==> config.mk <==
export PLATFORM = sky130hd
export DESIGN_NAME = dca_front
export DESIGN_NICKNAME = d
export VERILOG_FILES = /design/src/rtl/assert_macros.svh /design/src/rtl/dca_pkg.sv /design/src/rtl/dca_front.sv
export SDC_FILE = /design/constraint.sdc
export NUM_CORES = 1
export LEC_CHECK = 0
export ABC_AREA = 1
export BUFFER_PORTS_ARGS = -buffer_cell sky130_fd_sc_hd__buf_4
export CAP_MARGIN = 15
export CORE_ASPECT_RATIO = 1.2
export CORE_MARGIN = 1
export CORE_UTILIZATION = 30
export CTS_BUF_LIST = sky130_fd_sc_hd__clkbuf_4 sky130_fd_sc_hd__clkbuf_8
export DETAILED_ROUTE_END_ITERATION = 8
export PLACE_DENSITY = 0.49
export SLEW_MARGIN = 20
export SYNTH_ARGS = -nofsm -noshare
export SYNTH_HDL_FRONTEND = slang
export SYNTH_SLANG_ARGS = --single-unit
==> constraint.sdc <==
create_clock -name clk -period 3.5 [get_ports clk]
set_clock_uncertainty 0.15 [all_clocks]
set_input_delay 0.175 -clock clk [delete_from_list [all_inputs] [get_ports clk]]
set_output_delay 0.175 -clock clk [all_outputs]
set_load 0.1 [all_outputs]
==> src/rtl/assert_macros.svh <==
// assertion helpers for the rtl, used by dca_engine
`ifndef ASSERT_MACROS_SVH
`define ASSERT_MACROS_SVH

// checked only outside reset
`define DCA_ASSERT(name, clk, rstn, prop, msg) \
  name: assert property (@(posedge clk) disable iff (!rstn) prop) else $error(msg);

// checked on every rising clock edge
`define DCA_ASSERT_ALWAYS(name, clk, prop, msg) \
  name: assert property (@(posedge clk) prop) else $error(msg);

`endif

==> src/rtl/dca_pkg.sv <==
`timescale 1ns / 1ps
package dca_pkg;

  localparam logic [1:0] OP_LOAD_P = 2'd0;
  localparam logic [1:0] OP_LOAD_Q = 2'd1;
  localparam logic [1:0] OP_START  = 2'd2;

  localparam logic [1:0] STAT_OK    = 2'd0;
  localparam logic [1:0] STAT_EMPTY = 2'd1;
  localparam logic [1:0] STAT_DROP  = 2'd2;

  localparam int COST_W = 23;
  localparam logic [COST_W-1:0] COST_MAX = 23'h7FFFFF;

  localparam int QDEPTH = 4;
  localparam int QPTR_W = 2;
  localparam int QCNT_W = 3;

  typedef enum logic [1:0] {
    CMD_LOAD_P,
    CMD_LOAD_Q,
    CMD_START
  } cmd_t;

  typedef enum logic [3:0] {
    ST_IDLE,
    ST_FILL_RD,
    ST_FILL_SUB,
    ST_FILL_MUL,
    ST_FILL_SQ,
    ST_FILL_WAIT,
    ST_FILL_WR,
    ST_TB_PUT,
    ST_TB_UP,
    ST_TB_DG,
    ST_TB_LF,
    ST_TB_DEC,
    ST_EM_RD,
    ST_EM_SHOW
  } eng_state_t;

  typedef struct packed {
    logic valid;
    cmd_t cmd;
  } q_head_t;

endpackage

==> src/rtl/dca_front.sv <==
`timescale 1ns / 1ps
module dca_front #(
  parameter int COORD_BITS = 16
) (
  input  logic                   clk,
  input  logic                   rst_n,
  input  logic                   in_valid,
  output logic                   in_stall,
  input  logic [1:0]             in_operation,
  input  logic [COORD_BITS-1:0]  in_x_coord,
  input  logic [COORD_BITS-1:0]  in_y_coord,
  output dca_pkg::q_head_t       head,
  output logic [COORD_BITS-1:0]  head_x,
  output logic [COORD_BITS-1:0]  head_y,
  input  logic                   pop
);
  import dca_pkg::*;

  cmd_t                  cmd_q [QDEPTH];
  logic [COORD_BITS-1:0] x_q   [QDEPTH];
  logic [COORD_BITS-1:0] y_q   [QDEPTH];
  logic [QPTR_W-1:0]     wr_ptr_r, rd_ptr_r;
  logic [QCNT_W-1:0]     count_r;
  logic                  push, keep;
  cmd_t                  cls;

  // classify; unknown operations are taken and dropped here
  always_comb begin
    keep = 1'b1;
    cls  = CMD_START;
    unique case (in_operation)
      OP_LOAD_P: cls = CMD_LOAD_P;
      OP_LOAD_Q: cls = CMD_LOAD_Q;
      OP_START:  cls = CMD_START;
      default:   keep = 1'b0;
    endcase
  end

  assign in_stall = (count_r == QCNT_W'(QDEPTH));
  assign push     = in_valid && !in_stall && keep;

  always_ff @(posedge clk) begin
    if (push) begin
      cmd_q[wr_ptr_r] <= cls;
      x_q[wr_ptr_r]   <= in_x_coord;
      y_q[wr_ptr_r]   <= in_y_coord;
    end
  end

  always_ff @(posedge clk) begin
    if (!rst_n) begin
      wr_ptr_r <= '0;
      rd_ptr_r <= '0;
      count_r  <= '0;
    end else begin
      if (push) wr_ptr_r <= wr_ptr_r + 1'b1;
      if (pop)  rd_ptr_r <= rd_ptr_r + 1'b1;
      count_r <= count_r + QCNT_W'(push) - QCNT_W'(pop);
    end
  end

  assign head.valid = (count_r != '0);
  assign head.cmd   = cmd_q[rd_ptr_r];
  assign head_x     = x_q[rd_ptr_r];
  assign head_y     = y_q[rd_ptr_r];

endmodule

# Word level (Yosys, flattened, before mapping)
# Memory sizes are Yosys's and may differ from the RTL's. A register that Yosys moved wholly into a read port is not among the register bits.
# Index checks and enable logic that the tools add are counted.
# op_classes
add_sub_neg,4
eq_ne,3
mux,10
n_reduce_logical,6
# ops
op,n
two-way mux 2 bit,6
adder 2 x 1 -> 2 bit (second input constant),2
one-hot mux 2 bit (2 select lines),1
adder 3 x 1 -> 3 bit,1
== test 3 bit (second input constant),1
two-way mux 1 bit,3
nonzero test 3 bit,1
OR reduction 3 bit,1
subtractor 3 x 1 -> 3 bit,1
== test 2 x 1 -> 1 bit (second input constant),1
== test 2 bit (second input constant),1
logical AND 1 bit,2
logical NOT 2 bit,1
logical NOT 1 bit,1
# totals
reg_bits,7
mem_bits_rw,136
word_cells,29
n_memories,3
# memory_table
memory,words,word_bits,read_ports,rd_clocked_by_memory_dff,write_ports,line_no,source
x_q,4,16,1,1,1,dca_front.sv:20,logic [COORD_BITS-1:0] x_q [QDEPTH];
y_q,4,16,1,1,1,dca_front.sv:21,logic [COORD_BITS-1:0] y_q [QDEPTH];
cmd_q,4,2,1,1,1,dca_front.sv:19,cmd_t cmd_q [QDEPTH];

# Longest topological paths before layout
# Gate-level depths: netlist (run 1).
# depth
ltp_word,6
depth_mapped,11
ltp_nobuf,11

# Least setup slack after synthesis (run 1)
# Ideal clock, no wire load.
# synth_path
path_kind,register to register
start,register count_r[1]
end,memory cmd_q[0][0] in the netlist's numbering (enable)
setup_time_ns,0.425
arrival_time_ns,2.138
required_time_ns,2.925
setup_slack_ns,0.787
path_stages_with_launch,5
n_path_buf,0
synth_period_minus_slack_ns,2.713
path_cell_list,dfxtp_1 -> nor2_1 -> nand2_1 -> nand2_1 -> nor2_1
# synth_between
elab_chain_cells,6
# synth_lines
item,line_no,source
start: declaration,dca_front.sv:23,logic [QCNT_W-1:0] count_r;
start signal: assignment,dca_front.sv:58,count_r <= count_r + QCNT_W'(push) - QCNT_W'(pop);
== test 3 bit,dca_front.sv:39,assign in_stall = (count_r == QCNT_W'(QDEPTH));
logical NOT 1 bit,dca_front.sv:40,assign push = in_valid && !in_stall && keep;
logical AND 1 bit (2 in a row),dca_front.sv:40,
two-way mux 1 bit,dca_front.sv:43,if (push) begin
two-way mux 1 bit (implied by the code),dca_front.sv:44,cmd_q[wr_ptr_r] <= cls;
end: declaration,dca_front.sv:19,
# No other way between the ends.

==> metrics.md, run 1 <==
| Metric | Value |
|---|---|
| Area grow syn2layout | `27.3%` |
| Most common cell after layout, fill and taps aside | `edfxtp_1` |
| CTS tree | `yes` |
| Worst-path fanout max | `28` |
| Hold Fails Final Rpt | `0` |
| Inserted Diodes | `0` |
| #FFs+latches synth | `145` |
| Synth cell types | `23` |
| Seq/Total Area, Yosys | `74.5%` |
| Area leader, netlist | `edfxtp_1` |
| Initial Util | `31.0%` |
| Pint | `3090 µW` |
| Worst rel slew slack | `59.4%` |
| Routed Antenna Nets | `0` |
| Initial DRC count | `224` |
| Wire length per cell | `15.9 µm` |
| Multi-input combinational cell area | `0.00125 mm²` |
| CP most frequent cell | `buf_4` |
| DR vias | `3,464` |
| 1st-pass router iterations | `4` |
| # rows | `54` |
| WP data arrival | `2.29 ns` |
| Most frequent cells in the layout | `edfxtp_1, buf_4, o21ai_0` |
| Level count of the clock H-tree | `4` |
| CTS root buf | `clkbuf_8` |
| Final Setup Violations | `0` |
| Die area | `0.0196 mm²` |
| Clock Path Buffers | `2` |
| Fillers | `1,757` |
| Final #Nets | `553` |
| Chip Width | `128 µm` |
| Via/cell ratio | `4.49` |
| Vias in the first global route | `3,447` |
| Max-cap violations | `0` |
| Power Dens Cells | `640 mW/mm²` |
| Clock transition at path regs | `0.07 ns` |
| Logic pwr share | `25.6%` |
| Die height | `153 µm` |
| Unrepaired setup endpoints after global routing | `no` |
| Top Ports | `74` |
| Status | `finished clean` |
| Global route overflow | `0` |
| Req. time, crit path | `3.17 ns` |
| Total CTS buffers | `17` |
| Largest net degree at the start of global routing | `69` |
| Antenna violations before repair | `0` |
| Pre-CTS setup slack | `0.982 ns` |
| Post-synth top area share | `71.4%` |
| Mapped Area | `0.00572 mm²` |
| First-pass GRT wire length | `19.3 mm` |
| Final WL | `12.3 mm` |
| Worst stage delay on the critical path | `0.71 ns` |
| Gpl congestion | `0.714` |
| Psw | `1570 µW` |
| Setup TNS Final | `0 ns` |
| Seq. cell area | `0.00427 mm²` |
| Setup Crit Path Kind | `reg2out` |
| Total Routing Usage GR | `13.4%` |
| Period utilization | `74.8%` |
| Crit path launch type | `flip-flop` |
| Share of total power in the clock network | `29.4%` |
| Slowest library cell on the worst path | `dfxtp_2` |
| Clk_lat worst skew | `0.44 ns` |
| Fmax | `382 MHz` |
| Post-layout min period | `2.62 ns` |
| HPWL after DPL | `7.47 mm` |
| Min setup slack post-route | `0.883 ns` |
| Floorplan Core Area | `0.0184 mm²` |
| Crit-path cells | `buf_4, o21ai_0, o22ai_1, buf_4` |
| Register share of total power | `45.0%` |
| Leak pwr | `0.00257 µW` |
| PostCTS Resize Cnt | `0` |
| Mean Syn Cell Area | `14.6 µm²` |
| Count of port buffers added during placement | `73` |
| Slew Limit Fails | `0` |
| Syn_nets | `438` |
| Hold Path Class | `in2reg` |
| Worst Tran Pin Value | `0.608 ns` |
| Worst VDD drop | `0.495 mV` |
| Crit end category | `output port` |
| Synth top area cells | `edfxtp_1, o21ai_0, o22ai_2, nor2_1, dfxtp_1` |
| Synth warnings | `0` |
| Clock sinks | `145` |
| Switching share of power | `33.6%` |
| DRC viols | `0` |
| Mapped Cells | `393` |
| Layout cells sized above 1 | `30.8%` |
==> state kept, by name, indices dropped and copies added, names as in the netlist, named ones only <==
name	cells
wr_ptr_r	2
x_q	64
rd_ptr_r	2
count_r	3
y_q	64
cmd_q	8
==> synth_stat cells <==
cell type  number
nand2_1         8
fa_1            1
o21ai_0        65
clkbuf_2        2
inv_6           1
clkbuf_1        1
o22ai_1        14
inv_1          15
nor2_1         60
ha_1            6
buf_2          12
o22ai_2        20
buf_4           2
buf_12          3
dfxtp_1         9
a21oi_1         5
o21ai_1         5
inv_2           1
nor2_2         20
buf_6           2
nand3_1         3
or2_2           2
edfxtp_1      136
==> final timing paths <==
check / from / depth (start not counted) / slack [ns] / endpoint
min reg2reg: rd_ptr_r[1]$_SDFFE_PN0P_ / 1 / 0.29 / flip-flop
max: flip-flop / 4 / 0.88 / head_x[2]
min: in_valid / 5 / 0.05 / wr_ptr_r[0]$_SDFFE_PN0P_
max reg2reg: count_r[1]$_SDFF_PN0_ / 10 / 1.14 / count_r[2]$_SDFF_PN0_
==> per-layer routing <==
layer / global-route usage, % / share of wire [%]
met2: 22.1 / 49
met3: 3.29 / 4.2
met1: 16.6 / 45
met4: 5.88 / 1.8
met5: 0 / 0
==> power groups by stage <==
stage                     sequential (µW)  clock [µW]  combinational [µW]
after global placement               2130           0                1170
after floorplan                      2130           0                 905
after CTS                            2100        1400                1210
final                                2100        1370                1200
after detailed placement             2140           0                1180
after global routing                 2110        1470                1270
==> kinds of logic (layout without fill, tap and decap cells) <==
group / count (synthesis) / after routing / synth area share [%]
AOI/OAI and AO/OA: 109 / 109 / 12.5
and+or+nand+nor: 93 / 93 / 7.13
adders and majority gates: 7 / 7 / 1.66
DFF: 145 / 145 / 74.5
buffers and inverters: 39 / 166 / 4.20
==> timing repair <==
action,4_1_cts,5_1_grt
setup buffers,0,0
hold buffers,36,0
hold endpoints to repair,145,0
==> per-stage QoR <==
step / util [%] / instances / hold WS (ns) / power [µW] / area [µm²]
6_report: 39.5 / 772 / 0.0542 / 4660 / 7280
2_1_floorplan: - / 393 / 0.123 / 3030 / 5720
5_1_grt: 39.5 / 772 / 0.0540 / 4840 / 7280
3_5_place_dp: 35.3 / 705 / 0.233 / 3310 / 6510
3_3_place_gp: 35.3 / 705 / 0.229 / 3300 / 6510
4_1_cts: 39.5 / 772 / 0.0235 / 4710 / 7280
==> worst max-delay path: cells and delay by family (launching register included) <==
kind,cells,cell delay [ns]
AOI/OAI and AO/OA,2,0.40
buffers and inverters,2,0.74
DFF,1,0.71
==> area by class of cell <==
cell class | instances | share of cell area (%)
clock inverters | 13 | 2.32
inverters | 17 | 0.945
clock buffers | 18 | 3.32
multi-input cells | 209 | 17.1
well taps | 252 | 4.33
repair buffers | 118 | 13.4
flip-flops and latches | 145 | 58.6
No activity file was read; power rests on OpenSTA's default activity.
==> run 2: changes to the inputs <==
Settings changed: PLACE_DENSITY 0.49 to 0.51.
Clock period 3.5 ns to 2.4 ns, I/O delays scaled along.
==> metrics.md, run 2 (synthesis results as in run 1) <==
| Metric | Value |
|---|---|
| Status | `finished clean` |
| Total Routing Usage GR | `12.7%` |
| Floorplan Core Area | `0.0184 mm²` |
| Hold Path Class | `in2reg` |
| Antenna violations before repair | `0` |
| # rows | `54` |
| Clock sinks | `145` |
| PostCTS Resize Cnt | `0` |
| Routed Antenna Nets | `0` |
| Crit path launch type | `flip-flop` |
| Unrepaired setup endpoints after global routing | `no` |
| Min setup slack post-route | `0.211 ns` |
| Logic pwr share | `26.7%` |
| HPWL after DPL | `6.96 mm` |
| Worst rel slew slack | `60.6%` |
| Most common cell after layout, fill and taps aside | `edfxtp_1` |
| Pre-CTS setup slack | `0.335 ns` |
| Setup Crit Path Kind | `reg2out` |
| Inserted Diodes | `0` |
| Placed Area | `0.00666 mm²` |
| Register share of total power | `45.3%` |
| DR vias | `3,451` |
| Period utilization | `91.2%` |
| Chip Width | `128 µm` |
| Pint | `4480 µW` |
| Crit end category | `output port` |
| Final instance count without filler cells | `776` |
| Setup bufs post-CTS | `0` |
| Regs by FF count | `x_q: 64 flops, y_q: 64 flops, cmd_q: 8 flops` |
| Clk_lat worst skew | `0.42 ns` |
| Worst VDD drop | `0.602 mV` |
| Clock transition at path regs | `0.07 ns` |
| Register-to-Register Path Depth | `10` |
| Worst-path fanout max | `68` |
| Switching share of power | `33.5%` |
| Setup TNS Final | `0 ns` |
| Final Setup Violations | `0` |
| Worst Min Path Start | `in_valid` |
| Final WL | `12.0 mm` |
| Hold Fails Final Rpt | `0` |
| WP data arrival | `1.92 ns` |
| RR Startpoint | `count_r[1]$_SDFF_PN0_` |
| Top Ports | `74` |
| Most frequent cells in the layout | `edfxtp_1, buf_4, o21ai_0` |
| Fillers | `1,715` |
| Finished Cell Area | `0.00743 mm²` |
| Fmax | `457 MHz` |
| Via/cell ratio | `4.45` |
| Post-layout min period | `2.19 ns` |
| Gpl congestion | `0.652` |
| Wire length per cell | `15.5 µm` |
| Worst Tran Pin Value | `0.591 ns` |
| Leak pwr | `0.00262 µW` |
| Level count of the clock H-tree | `4` |
| Global route overflow | `0` |
| Count of port buffers added during placement | `73` |
| Share of total power in the clock network | `28.0%` |
| CTS tree | `yes` |
| Initial DRC count | `140` |
| Worst hold path depth | `7` |
| First-pass GRT wire length | `18.3 mm` |
| Layout cells sized above 1 | `33.6%` |
| Power Dens Cells | `907 mW/mm²` |
| Slew Limit Fails | `0` |
| Max-cap violations | `0` |
| Clock Path Buffers | `2` |
| Final #Nets | `556` |
| Vias in the first global route | `3,522` |
| R2r endpoint | `count_r[2]$_SDFF_PN0_` |
| Placed cells | `707` |
| 1st-pass router iterations | `5` |
| Largest net degree at the start of global routing | `69` |
| FF-to-FF setup slack | `0.36 ns` |
| Req. time, crit path | `2.13 ns` |
| Die area | `0.0196 mm²` |
| CTS root buf | `clkbuf_8` |
| Initial Util | `31.0%` |
| Die height | `153 µm` |
| Psw | `2260 µW` |
| Area grow syn2layout | `29.9%` |
| DRC viols | `0` |
| Hold buffers post-CTS | `37` |
| Hold path endpoint | `count_r[1]$_SDFF_PN0_` |
| Total CTS buffers | `17` |
[run 2: final cells by class]
type	instances	area [µm²]	share of cell area, %
flip-flops and latches	145	4270	57.4
multi-input cells	209	1330	17.9
repair buffers	121	1050	14.1
well taps	252	315	4.24
clock buffers	20	256	3.45
clock inverters	12	141	1.90
inverters	17	68.8	0.926
[run 2: worst max-delay path by stage]
| stage | start | endpoint | slack, ns | depth (start not counted) |
|---|---|---|---|---|
| 2_1_floorplan | count_r[1]$_SDFF_PN0_ | cmd_q[0][0]$_DFFE_PP_ | -0.31 | 4 |
| 3_3_place_gp | in_operation[0] | count_r[2]$_SDFF_PN0_ | 0.40 | 10 |
| 3_5_place_dp | count_r[1]$_SDFF_PN0_ | count_r[2]$_SDFF_PN0_ | 0.34 | 10 |
| 4_1_cts | flip-flop | head_x[10] | 0.11 | 4 |
| 5_1_grt | flip-flop | head_x[10] | 0.02 | 4 |
| 6_report | flip-flop | head_x[10] | 0.21 | 4 |
[run 2: layer usage]
layer	up-vias	wire [µm]	global-route usage (%)	part of all wire [%]
li1	1678	-	-	-
met5	-	0	0	0
met1	1691	5170	14.6	43
met3	4	516	3.96	4.3
met4	0	75	4.71	0.62
met2	78	6260	22.1	52
[run 2: power by group through the flow]
stage               Clock (µW)  Combinational [µW]  Sequential, µW
floorplan                    0                1350            3100
global placement             0                1760            3100
detailed placement           0                1770            3110
CTS                       1950                1830            3050
global route              2070                1900            3070
finish                    1890                1800            3050
[run 2: critical path, stage by stage (launching register included)]
cell and delay, ns:
dfxtp_2 0.36, inv_6 0.43, o21ai_0 0.18, o22ai_2 0.18
buf_4 0.33
[run 2: through the flow]
| stage | total power (µW) | utilization (%) | hold slack [ns] |
|---|---|---|---|
| 6_report | 6740 | 40.3 | 0.235 |
| 5_1_grt | 7040 | 40.3 | 0.252 |
| 4_1_cts | 6830 | 40.3 | 0.213 |
| 3_5_place_dp | 4880 | 36.1 | 0.172 |
| 3_3_place_gp | 4860 | 36.1 | 0.171 |
| 2_1_floorplan | 4450 | - | 0.0676 |
==> run 3: changes to the inputs <==
Clock period 2.4 ns to 1.95 ns, I/O delays scaled along.
==> metrics.md, run 3 (synthesis results as in run 1) <==
| Metric | Value |
|---|---|
| Status | `finished clean` |
| First-pass GRT wire length | `19.9 mm` |
| Met2 usage | `23.6%` |
| Clk_lat worst skew | `0.43 ns` |
| Util after Layout | `44.0%` |
| Clock sinks | `145` |
| Routed Antenna Nets | `0` |
| Fmax | `521 MHz` |
| Hold Fails Final Rpt | `0` |
| DRC viols | `0` |
| Leak pwr | `0.00292 µW` |
| Level count of the clock H-tree | `4` |
| Req. time, crit path | `1.70 ns` |
| WP data arrival | `1.67 ns` |
| Hold Path Class | `in2reg` |
| CTS tree | `yes` |
| Chip Width | `128 µm` |
| Initial Util | `31.0%` |
| Total Routing Usage GR | `13.9%` |
| Worst rel slew slack | `81.5%` |
| Clock transition at path regs | `0.07 ns` |
| Power Dens Cells | `1080 mW/mm²` |
| Vias in the first global route | `3,684` |
| Setup Crit Path Kind | `reg2out` |
| Die area | `0.0196 mm²` |
| Crit-path cells | `buf_4, clkbuf_16, nor2_1, o22ai_2, buf_12` |
| Slew Limit Fails | `0` |
| Final WL | `13.2 mm` |
| GRT busiest layer | `met2` |
| Clock Path Buffers | `2` |
| Total CTS buffers | `17` |
| Worst-path fanout max | `11` |
| Most common cell after layout, fill and taps aside | `edfxtp_1` |
| Crit end category | `output port` |
| Gpl congestion | `0.694` |
| Largest net degree at the start of global routing | `35` |
| Final Setup Violations | `0` |
| Slowest library cell on the worst path | `dfxtp_4` |
| CTS root buf | `clkbuf_8` |
| Final instance count without filler cells | `794` |
| Worst hold path depth | `6` |
| Placed cells | `719` |
| Setup TNS Final | `0 ns` |
| Design Power | `8790 µW` |
| Global route overflow | `0` |
| DR vias | `3,587` |
| Met1 global-route usage | `16.6%` |
| Grt met3 use | `3.47%` |
| Worst Tran Pin Value | `0.280 ns` |
| Count of port buffers added during placement | `73` |
| Wire length per cell | `16.6 µm` |
| Layout cells sized above 1 | `38.1%` |
| Max-cap violations | `0` |
| Worst stage delay on the critical path | `0.46 ns` |
| # rows | `54` |
| Die height | `153 µm` |
| Area grow syn2layout | `41.9%` |
| HPWL after DPL | `7.35 mm` |
| 1st-pass router iterations | `4` |
| Via/cell ratio | `4.52` |
| Post-layout min period | `1.92 ns` |
| Initial DRC count | `188` |
| Floorplan Core Area | `0.0184 mm²` |
| Unrepaired setup endpoints after global routing | `yes` |
| Crit path launch type | `flip-flop` |
| Regs by FF count | `x_q: 64 flops, y_q: 64 flops, cmd_q: 8 flops` |
| Period utilization | `98.4%` |
| Top Ports | `74` |
| Antenna violations before repair | `1` |
| Final #Nets | `573` |
| Register-to-Register Path Depth | `9` |
| Worst VDD drop | `1.09 mV` |
| Most frequent cells in the layout | `edfxtp_1, nor2_1, buf_4` |
-- run 3: cell count changes in the layout (fill, tap and decap cells not counted), sizes merged, moves of 2 or more --
cell	previous run	this run
clkbuf	20	29
bufinv	3	1
clkinvlp	4	0
buf	84	99
-- run 3: per-stage QoR --
| step | cell area [µm²] | hold WS (ns) | setup WS, ns |
|---|---|---|---|
| finish | 8120 | 0.0961 | 0.0303 |
| detailed placement | 6800 | 0.150 | 0.0839 |
| global placement | 6800 | 0.148 | 0.0826 |
| global route | 8120 | 0.0965 | -0.0578 |
| CTS | 7870 | 0.0383 | -0.0299 |
| floorplan | 5850 | 0.0451 | 0.000947 |
-- run 3: per-layer routing --
metal  vias up  routed length [µm]
li1       1724                   -
met1      1770                5640
met2        77                6830
met3        16                 518
met4         0                 205
met5         -                   0
-- run 3: critical path, delay by kind of cell, from the launching register on --
family,cells,cell delay (ns)
DFF,1,0.46
AOI/OAI and AO/OA,1,0.20
buffers and inverters,3,0.52
and+or+nand+nor,1,0.06
-- run 3: worst paths after layout --
path                                 start                        to  slack, ns
setup / recovery                 flip-flop                 head_x[1]       0.03
hold / removal                    in_valid  wr_ptr_r[1]$_SDFFE_PN0P_        0.1
setup reg to reg     count_r[0]$_SDFF_PN0_     count_r[1]$_SDFF_PN0_       0.10
hold reg to reg   rd_ptr_r[1]$_SDFFE_PN0P_                 flip-flop       0.29
-- run 3: repair_timing --
action | CTS | global route
endpoints found under the setup margin | 35 | 37
setup buffers | 0 | 2
resized for setup | 80 | 65
cloned | 1 | 3
hold endpoints to repair | 145 | 0
pin swaps | 0 | 4
hold buffers | 36 | 0
-- run 3: final cells by class --
| cell class | count | area [µm²] |
|---|---|---|
| timing repair buffer | 137 | 1680 |
| multi-input combinational | 209 | 1370 |
| clock buffer | 27 | 347 |
| tap | 252 | 315 |
| inverter | 17 | 71.3 |
| fill | 1693 | 10300 |
| antenna | 1 | 2.50 |
| sequential | 145 | 4270 |
| timing repair inverter | 1 | 11.3 |
| clock inverter | 5 | 50.0 |
-- run 3: power by group --
group / switching, µW / total [µW] / internal, µW
Sequential: 83.9 / 3770 / 3680
Combinational: 1790 / 2740 / 953
Clock: 1020 / 2280 / 1260
